### src/s1mh_pkg.sv
// Shared types, constants and helpers for the SHA-1 message hasher.
// Used by s1mh_rounds and sha1_message_hasher. No dependencies.
package s1mh_pkg;

  // Geometry of one message block
  localparam int unsigned BlockBytes = 64;
  localparam int unsigned BlockWords = BlockBytes / 4;
  localparam int unsigned NumRounds  = 80;
  localparam int unsigned NumChain   = 5;
  localparam int unsigned LenOffset  = BlockBytes - 8;

  localparam logic [7:0] PadByte = 8'h80;

  // Round groups of twenty rounds each
  typedef enum logic [1:0] {
    GRP_CH   = 2'd0,
    GRP_PAR1 = 2'd1,
    GRP_MAJ  = 2'd2,
    GRP_PAR2 = 2'd3
  } s1mh_grp_e;

  // Controls from the sequencer to the round datapath
  typedef struct packed {
    logic      w_load;    // shift one message word into the schedule
    logic      h_shift;   // shift one word into the working registers
    logic      round_en;  // run one compression round
    s1mh_grp_e grp;       // round group of the current round
  } s1mh_ctl_t;

  // Initial chaining value, by word index
  function automatic logic [31:0] init_word(input logic [2:0] idx);
    logic [31:0] w;
    case (idx)
      3'd0:    w = 32'h67452301;
      3'd1:    w = 32'hEFCDAB89;
      3'd2:    w = 32'h98BADCFE;
      3'd3:    w = 32'h10325476;
      3'd4:    w = 32'hC3D2E1F0;
      default: w = 32'h0;
    endcase
    return w;
  endfunction

  // Round constant, by round group
  function automatic logic [31:0] round_k(input s1mh_grp_e grp);
    logic [31:0] k;
    case (grp)
      GRP_CH:   k = 32'h5A827999;
      GRP_PAR1: k = 32'h6ED9EBA1;
      GRP_MAJ:  k = 32'h8F1BBCDC;
      GRP_PAR2: k = 32'hCA62C1D6;
      default:  k = 32'h0;
    endcase
    return k;
  endfunction

endpackage

### src/sha1_message_hasher.sv
// SHA-1 message hasher top level: sequencer, block and chaining memories, padding.
// Depends on s1mh_pkg and s1mh_rounds.
//
//   channel  | signals                                             | dir
//   ---------+-----------------------------------------------------+-----
//   in       | in_valid_i, in_stall_o, data_byte_i, byte_valid_i,  | in
//            | end_of_message_i                                    |
//   out      | out_valid_o, out_stall_i, digest_word_o,            | out
//            | word_index_o, ring_id_o, last_word_o                |
//   cfg      | cfg_we_i, cfg_wdata_i (id_bits)                     | in
//
// Message bytes are taken one per cycle while the input is not stalled. Every 64th byte
// starts a compression that stalls the input while it reads the block and chaining
// memories, runs 80 rounds on the single round unit, read-add-writes the chaining memory.
// A final request pushes 9 to 72 pad bytes, pauses once at offset 56, runs one or two
// compressions, then issues five digest words; output stall holds all but the fifth word.
// Reset marks the chaining memory as holding the initial value; no clearing pass.
module sha1_message_hasher (
  input  logic        clk_i,
  input  logic        rst_ni,
  input  logic        cfg_we_i,
  input  logic [5:0]  cfg_wdata_i,
  input  logic        in_valid_i,
  output logic        in_stall_o,
  input  logic [7:0]  data_byte_i,
  input  logic        byte_valid_i,
  input  logic        end_of_message_i,
  output logic        out_valid_o,
  input  logic        out_stall_i,
  output logic [31:0] digest_word_o,
  output logic [2:0]  word_index_o,
  output logic [31:0] ring_id_o,
  output logic        last_word_o
);
  import s1mh_pkg::*;

  typedef enum logic [2:0] {
    S_IDLE,
    S_PAD_ONE,
    S_PAD_ZERO,
    S_PAD_LEN,
    S_LOAD,
    S_ROUND,
    S_UPDATE,
    S_OUT
  } state_e;

  state_e      state_q, state_d, ret_q, ret_d;
  logic [6:0]  cnt_q, cnt_d;
  logic [63:0] count_q, count_d;
  logic [63:0] len_q, len_d;
  logic [23:0] pack_q, pack_d;
  logic [5:0]  id_bits_q;
  logic        fresh_q, fresh_d;
  logic        blk_vld_q, chn_vld_q;
  logic [2:0]  chn_raddr_q;

  logic        out_valid_q, out_valid_d;
  logic [31:0] digest_q, digest_d;
  logic [2:0]  index_q, index_d;
  logic [31:0] ring_q, ring_d;
  logic        last_q, last_d;

  // Memories
  logic [31:0] blk_mem [BlockWords];
  logic [31:0] chn_mem [NumChain];
  logic [31:0] blk_rdata_q, chn_rdata_q;

  logic        blk_we, blk_re, chn_we, chn_re;
  logic [3:0]  blk_waddr, blk_raddr;
  logic [2:0]  chn_raddr;
  logic [31:0] blk_wdata, chn_wdata, chn_rd;

  // Byte push
  logic        push_en;
  logic [7:0]  push_byte;
  state_e      push_next;
  logic [5:0]  pos;

  s1mh_ctl_t   ctl;
  logic [31:0] h_din;
  logic [31:0] a_val;
  logic [31:0] ring_mask;

  assign pos    = count_q[5:0];
  assign chn_rd = fresh_q ? init_word(chn_raddr_q) : chn_rdata_q;

  // Ring identifier mask; zero bits gives zero, 32 or more keeps all
  assign ring_mask = (id_bits_q >= 6'd32) ? '1 : ((32'd1 << id_bits_q[4:0]) - 32'd1);

  s1mh_rounds u_rounds (
    .clk_i   (clk_i),
    .ctl_i   (ctl),
    .w_din_i (blk_rdata_q),
    .h_din_i (h_din),
    .a_o     (a_val)
  );

  // Sequencer next state
  always_comb begin
    state_d     = state_q;
    ret_d       = ret_q;
    cnt_d       = cnt_q;
    count_d     = count_q;
    len_d       = len_q;
    pack_d      = pack_q;
    fresh_d     = fresh_q;
    out_valid_d = out_valid_q;
    digest_d    = digest_q;
    index_d     = index_q;
    ring_d      = ring_q;
    last_d      = last_q;
    push_en     = 1'b0;
    push_byte   = 8'h00;
    push_next   = state_q;
    blk_re      = 1'b0;
    blk_raddr   = cnt_q[3:0];
    chn_re      = 1'b0;
    chn_raddr   = cnt_q[2:0];
    chn_we      = 1'b0;
    chn_wdata   = chn_rd + a_val;
    h_din       = chn_rd;
    ctl         = '{w_load: 1'b0, h_shift: 1'b0, round_en: 1'b0, grp: GRP_CH};

    // Result taken downstream
    if (out_valid_q && !out_stall_i) begin
      out_valid_d = 1'b0;
    end

    case (state_q)
      S_IDLE: begin
        if (in_valid_i) begin
          len_d     = {count_q[60:0] + {60'd0, byte_valid_i}, 3'b000};
          push_next = end_of_message_i ? S_PAD_ONE : S_IDLE;
          if (byte_valid_i) begin
            push_en   = 1'b1;
            push_byte = data_byte_i;
          end else begin
            state_d = push_next;
          end
        end
      end
      S_PAD_ONE: begin
        push_en   = 1'b1;
        push_byte = PadByte;
        push_next = S_PAD_ZERO;
      end
      S_PAD_ZERO: begin
        if (pos == 6'(LenOffset)) begin
          state_d = S_PAD_LEN;
        end else begin
          push_en   = 1'b1;
          push_next = S_PAD_ZERO;
        end
      end
      S_PAD_LEN: begin
        push_en   = 1'b1;
        push_byte = len_q[63:56];
        len_d     = {len_q[55:0], 8'h00};
        push_next = (pos == 6'(BlockBytes - 1)) ? S_OUT : S_PAD_LEN;
      end
      S_LOAD: begin
        blk_re      = (cnt_q < 7'(BlockWords));
        chn_re      = (cnt_q < 7'(NumChain));
        ctl.w_load  = blk_vld_q;
        ctl.h_shift = chn_vld_q;
        if (cnt_q == 7'(BlockWords)) begin
          state_d = S_ROUND;
          cnt_d   = '0;
        end else begin
          cnt_d = cnt_q + 7'd1;
        end
      end
      S_ROUND: begin
        ctl.round_en = 1'b1;
        if (cnt_q < 7'd20) begin
          ctl.grp = GRP_CH;
        end else if (cnt_q < 7'd40) begin
          ctl.grp = GRP_PAR1;
        end else if (cnt_q < 7'd60) begin
          ctl.grp = GRP_MAJ;
        end else begin
          ctl.grp = GRP_PAR2;
        end
        if (cnt_q == 7'(NumRounds - 1)) begin
          state_d = S_UPDATE;
          cnt_d   = '0;
        end else begin
          cnt_d = cnt_q + 7'd1;
        end
      end
      S_UPDATE: begin
        // Read chaining word, add working word, write back; rotate result in
        chn_re = (cnt_q < 7'(NumChain));
        if (chn_vld_q) begin
          chn_we      = 1'b1;
          ctl.h_shift = 1'b1;
          h_din       = chn_wdata;
        end
        if (cnt_q == 7'(NumChain)) begin
          state_d = ret_q;
          cnt_d   = '0;
          fresh_d = (ret_q == S_OUT);
          if (ret_q == S_OUT) begin
            count_d = '0;
          end
        end else begin
          cnt_d = cnt_q + 7'd1;
        end
      end
      S_OUT: begin
        if (!out_valid_q || !out_stall_i) begin
          out_valid_d = 1'b1;
          digest_d    = a_val;
          index_d     = cnt_q[2:0];
          last_d      = (cnt_q == 7'(NumChain - 1));
          ctl.h_shift = 1'b1;
          if (cnt_q == 7'd0) begin
            ring_d = a_val & ring_mask;
          end
          if (cnt_q == 7'(NumChain - 1)) begin
            state_d = S_IDLE;
            cnt_d   = '0;
          end else begin
            cnt_d = cnt_q + 7'd1;
          end
        end
      end
      default: begin
        state_d = S_IDLE;
      end
    endcase

    // Byte push: pack into words, start compression on the last byte of a block
    if (push_en) begin
      count_d = count_q + 64'd1;
      if (pos[1:0] != 2'b11) begin
        pack_d = {pack_q[15:0], push_byte};
      end
      if (pos == 6'(BlockBytes - 1)) begin
        state_d = S_LOAD;
        ret_d   = push_next;
        cnt_d   = '0;
      end else begin
        state_d = push_next;
      end
    end
  end

  assign blk_we    = push_en && (pos[1:0] == 2'b11);
  assign blk_waddr = pos[5:2];
  assign blk_wdata = {pack_q, push_byte};

  // Block word memory
  always_ff @(posedge clk_i) begin
    if (blk_we) begin
      blk_mem[blk_waddr] <= blk_wdata;
    end
    if (blk_re) begin
      blk_rdata_q <= blk_mem[blk_raddr];
    end
  end

  // Chaining word memory
  always_ff @(posedge clk_i) begin
    if (chn_we) begin
      chn_mem[chn_raddr_q] <= chn_wdata;
    end
    if (chn_re) begin
      chn_rdata_q <= chn_mem[chn_raddr];
    end
  end

  // State and registered outputs
  always_ff @(posedge clk_i or negedge rst_ni) begin
    if (!rst_ni) begin
      state_q     <= S_IDLE;
      ret_q       <= S_IDLE;
      cnt_q       <= '0;
      count_q     <= '0;
      fresh_q     <= 1'b1;
      blk_vld_q   <= 1'b0;
      chn_vld_q   <= 1'b0;
      chn_raddr_q <= '0;
      id_bits_q   <= 6'd32;
      out_valid_q <= 1'b0;
      digest_q    <= '0;
      index_q     <= '0;
      ring_q      <= '0;
      last_q      <= 1'b0;
    end else begin
      state_q     <= state_d;
      ret_q       <= ret_d;
      cnt_q       <= cnt_d;
      count_q     <= count_d;
      fresh_q     <= fresh_d;
      blk_vld_q   <= blk_re;
      chn_vld_q   <= chn_re;
      if (chn_re) begin
        chn_raddr_q <= chn_raddr;
      end
      if (cfg_we_i) begin
        id_bits_q <= cfg_wdata_i;
      end
      out_valid_q <= out_valid_d;
      digest_q    <= digest_d;
      index_q     <= index_d;
      ring_q      <= ring_d;
      last_q      <= last_d;
    end
  end

  // Payload registers
  always_ff @(posedge clk_i) begin
    len_q    <= len_d;
    pack_q   <= pack_d;
  end

  assign in_stall_o    = (state_q != S_IDLE);
  assign out_valid_o   = out_valid_q;
  assign digest_word_o = digest_q;
  assign word_index_o  = index_q;
  assign ring_id_o     = ring_q;
  assign last_word_o   = last_q;

endmodule

### src/s1mh_rounds.sv
// SHA-1 round datapath: working registers a..e and the 16-word schedule window.
// Depends on s1mh_pkg for the control struct and the round constants.
module s1mh_rounds (
  input  logic              clk_i,
  input  s1mh_pkg::s1mh_ctl_t ctl_i,
  input  logic [31:0]       w_din_i,
  input  logic [31:0]       h_din_i,
  output logic [31:0]       a_o
);
  import s1mh_pkg::*;

  logic [31:0] a_q, b_q, c_q, d_q, e_q;
  logic [31:0] w_q [BlockWords];
  logic [31:0] f_val;
  logic [31:0] w_new;
  logic [31:0] temp;

  // Boolean function of the round group
  always_comb begin
    case (ctl_i.grp)
      GRP_CH:   f_val = (b_q & c_q) | (~b_q & d_q);
      GRP_MAJ:  f_val = (b_q & c_q) | (b_q & d_q) | (c_q & d_q);
      default:  f_val = b_q ^ c_q ^ d_q;
    endcase
  end

  // Next schedule word: W[t+16] = rotl1(W[t+13] ^ W[t+8] ^ W[t+2] ^ W[t])
  always_comb begin
    w_new = w_q[13] ^ w_q[8] ^ w_q[2] ^ w_q[0];
    w_new = {w_new[30:0], w_new[31]};
  end

  assign temp = {a_q[26:0], a_q[31:27]} + f_val + e_q + round_k(ctl_i.grp) + w_q[0];

  // Schedule window: w_q[0] is the word of the current round
  always_ff @(posedge clk_i) begin
    if (ctl_i.round_en || ctl_i.w_load) begin
      for (int i = 0; i < BlockWords - 1; i++) begin
        w_q[i] <= w_q[i+1];
      end
      w_q[BlockWords-1] <= ctl_i.round_en ? w_new : w_din_i;
    end
  end

  // Working registers: one round, or a shift that loads / rotates words
  always_ff @(posedge clk_i) begin
    if (ctl_i.round_en) begin
      a_q <= temp;
      b_q <= a_q;
      c_q <= {b_q[1:0], b_q[31:2]};
      d_q <= c_q;
      e_q <= d_q;
    end else if (ctl_i.h_shift) begin
      a_q <= b_q;
      b_q <= c_q;
      c_q <= d_q;
      d_q <= e_q;
      e_q <= h_din_i;
    end
  end

  assign a_o = a_q;

endmodule
### config.mk
export PLATFORM = sky130hd
export DESIGN_NAME = sha1_message_hasher
export DESIGN_NICKNAME = d
export VERILOG_FILES = /design/src/s1mh_pkg.sv /design/src/sha1_message_hasher.sv /design/src/s1mh_rounds.sv
export SDC_FILE = /design/constraint.sdc
export NUM_CORES = 2
export LEC_CHECK = 0
export BUFFER_PORTS_ARGS = -buffer_cell sky130_fd_sc_hd__clkbuf_2
export CAP_MARGIN = 0
export CORE_MARGIN = 2
export CORE_UTILIZATION = 60
export CTS_CLUSTER_DIAMETER = 30
export DETAILED_ROUTE_END_ITERATION = 10
export GPL_ROUTABILITY_DRIVEN = 0
export PLACE_DENSITY = 0.76
export SLEW_MARGIN = 20
export SYNTH_ARGS = -nofsm -noshare
export SYNTH_HDL_FRONTEND = slang
export SYNTH_SLANG_ARGS = --single-unit
export TNS_END_PERCENT = 10
### constraint.sdc
create_clock -name clk_i -period 74.2 [get_ports clk_i]
set_clock_uncertainty 0.05 [all_clocks]
set_input_delay 18.55 -clock clk_i [delete_from_list [all_inputs] [get_ports clk_i]]
set_output_delay 18.55 -clock clk_i [all_outputs]
set_load 0.005 [all_outputs]
==> impl_metrics.ini <==
[run_status]
status = complete, no violations

[cts]
cts_root_buf = clkbuf_16
cts_tree = built
cts.sinks = 1648
cts_max_path_buffers = 4
cts.repair.resized = 0
cts_hold_buf = 0
cts_setup_buffers = 0
htree_num_levels = 5
numCtsBuffers = 291
cts.clk_slew.worst_paths_ps = 50
insertion_delay_ps = 890

[sta]
worstMarginPinSlew_ps = 1133
setup_viol = 0
relSlewSlack_pct = 24.48
fmax_mhz = 47.56
layout_min_cycle_time_ps = 21030
period_share_pct = 28.34
maxSlewViolCount = 0
fin_setup_tns_ps = 0
rsz0062_at_grt = no
hold_slack_ps = 315.9
finalHoldViolCount = 0

[place]
dpl-instance-area_sq_mm = 0.07227
dp_hpwl_microns = 99370
port_buffers = 90
dp.cells = 6285

[grt]
antenna_found_initial = 3
grt_start_max_net_pins = 113
track_usage_pct = 28.38
grt_pass1_vias = 42280
grt_pass1_wl_microns = 255900
overflow = 0

[synthesis]
synth_ff_type = edfxtp_1
synth_cells = 4840
yosysTopAreaCellShare_pct = 63.91
yosysWarnings = 0
synth_area_per_cell_sq_um = 14.49
synth_fp_nets = 5063
ys_top_cells_by_area = edfxtp_1 64%, dfrtp_1 5.5%, nand2_1 4.3%
synthesis.area_sq_mm = 0.07014
seq_area_frac_synth_pct = 69.45
async_flop_share_pct = 9.405
synth_cell_types = 72
yosysTopAreaCell = edfxtp_1
synth_edf_count = 1493
yosys_register_bits = 1648

[routing]
drcViolationCount = 0
ant_nets = 0
drt_iter0_drc = 5306
via_per_inst = 6.186
first_pass_iters = 6
wl_microns = 168700
routedWlPerCell_microns = 24.83
vias = 42030

[power_and_ir_drop]
p_comb_share_pct = 9.6
p_sw_uw = 705.3
sw_frac_of_total_pct = 25.53
cellLeakagePower_uw = 0.03061
intPower_uw = 2057
power_density_mw_per_mm2 = 33.72
seqPwrFrac_pct = 43.2
clkPwrFrac_pct = 47.2
peakVddDrop_mv = 0.04232

[cells_and_area]
stdcell_count = 6795
seq_area_sq_mm = 0.04872
nFillCells = 7067
area_delta_synth_final_pct = 16.79
final_common_cell = edfxtp_1
mostFrequentLayoutCells = 1493 x edfxtp_1, 796 x nand2_1, 301 x o21ai_0
multi_input_area_sq_mm = 0.01995
final_core_util_pct = 70.60
fin_area_sq_mm = 0.08192
drive_gt1_share_pct = 15.37
nNetsFinal = 5280

[floorplanning]
fp.dieH_microns = 345.9
initial_core_util_pct = 60.44
coreArea_sq_mm = 0.1160
io-pin-count = 91
die_w_microns = 345.9
rows = 125
dieArea_sq_mm = 0.1197

[setup_path]
endpoint_kind = register
worst_ep_arrival_time_ps = 21430
crit_path_max_fanout = 65
start_kind = primary input
worstPathRequired_ps = 74610
critPathKind = primary input to register

[run]
drv_cap = 0

[hold_path]
hold_class = register to register
per-layer routing:
| layer | part of all wire (%) | vias up | track usage, % |
|---|---|---|---|
| met2 | 47 | 2343 | 44.06 |
| met5 | 0.016 | - | 0 |
| li1 | - | 18340 | - |
| met3 | 9.3 | 440 | 5.282 |
| met4 | 4.1 | 4 | 12.31 |
| met1 | 39 | 20910 | 39.83 |
metrics by stage:
stage | total power (uW) | setup slack, ps
floorplan | 1354 | 34240
global placement | 1452 | 52080
detailed placement | 1462 | 52010
CTS | 2771 | 52890
global route | 2844 | 53010
finish | 2763 | 53170
registers in the layout (all words and copies together) (netlist names), 3 cells and up:
register,count
blk_mem,512
blk_rdata_q,32
chn_mem,160
chn_raddr_q,3
chn_rdata_q,32
cnt_q,7
count_q,61
digest_word_o,32
id_bits_q,6
len_q,61
pack_q,24
ret_q,3
ring_id_o,32
state_q,3
u_rounds.a_o,32
u_rounds.b_q,32
u_rounds.c_q,32
u_rounds.d_q,32
u_rounds.e_q,32
u_rounds.w_q,512
word_index_o,3
path summary, 6_finish.rpt:
path / slack (ps) / end / depth (start not counted) / start
worst max-delay path: 53170 / u_rounds.a_o[4] / 6 / out_stall_i
worst min-delay path: 320 / u_rounds.w_q[1][50] / 0 / u_rounds.w_q[1][82]
worst max register to register: 65130 / u_rounds.a_o[28] / 24 / state_q[0]
worst min register to register: 320 / u_rounds.w_q[1][50] / 0 / u_rounds.w_q[1][82]
max in group asynchronous: 54860 / digest_word_o[8] / 2 / rst_ni
min in group asynchronous: 17690 / count_q[54] / 1 / rst_ni
kinds of logic after synthesis:
logic type                 share of synthesized area (%)
muxes                                              6.141
buffers and inverters                              2.397
and+or+nand+nor                                    7.906
DFF                                                69.45
xor gates and xnor gates                           2.747
AOI/OAI and AO/OA                                  6.462
adders and majority gates                          4.898
power groups by stage:
| stage | Sequential [uW] | Combinational (uW) | Clock [uW] |
|---|---|---|---|
| floorplan | 1170 | 183 | 0 |
| global placement | 1200 | 250 | 0 |
| detailed placement | 1210 | 255 | 0 |
| CTS | 1190 | 262 | 1320 |
| global route | 1200 | 286 | 1360 |
| finish | 1190 | 265 | 1300 |
synthesized netlist by cell type (7+ instances only):
cell type,n
nand2_1,799
dfrtp_1,153
o31ai_1,17
fa_1,121
o221ai_1,64
and3_1,32
clkbuf_1,187
edfxtp_1,1493
a21o_1,39
nor3_1,42
and2_1,13
o22ai_1,31
a31oi_1,9
a22o_1,12
mux4_2,97
nand2b_1,19
o21ai_0,301
a221oi_1,27
ha_1,81
or3_1,12
a221o_1,16
a211oi_1,11
or4_1,7
nand3_1,76
xnor2_1,160
nand4_1,28
o21bai_1,8
inv_1,225
nor2_1,212
o21a_1,17
buf_1,30
xor2_1,60
a21oi_1,112
nor4_1,10
mux2i_1,166
nor2b_1,16
o211ai_1,13
or2_2,12
mux2_2,41
worst max-delay path, stage by stage:
cell,delay (ps)
clkbuf_2,100
nand2_1,180
nand2b_4,350
nand2_4,560
buf_4,740
buf_4,810
final cells by class:
cell class / count / share of cell area (%)
clock buffers: 327 / 9.310
flip-flops and latches: 1648 / 59.47
repair buffers: 144 / 1.123
well taps: 1524 / 2.328
clock inverters: 179 / 2.375
inverters: 227 / 1.040
multi-input cells: 2745 / 24.35
diodes: 1 / 0.003055
No activity file was read; power rests on OpenSTA's default activity.
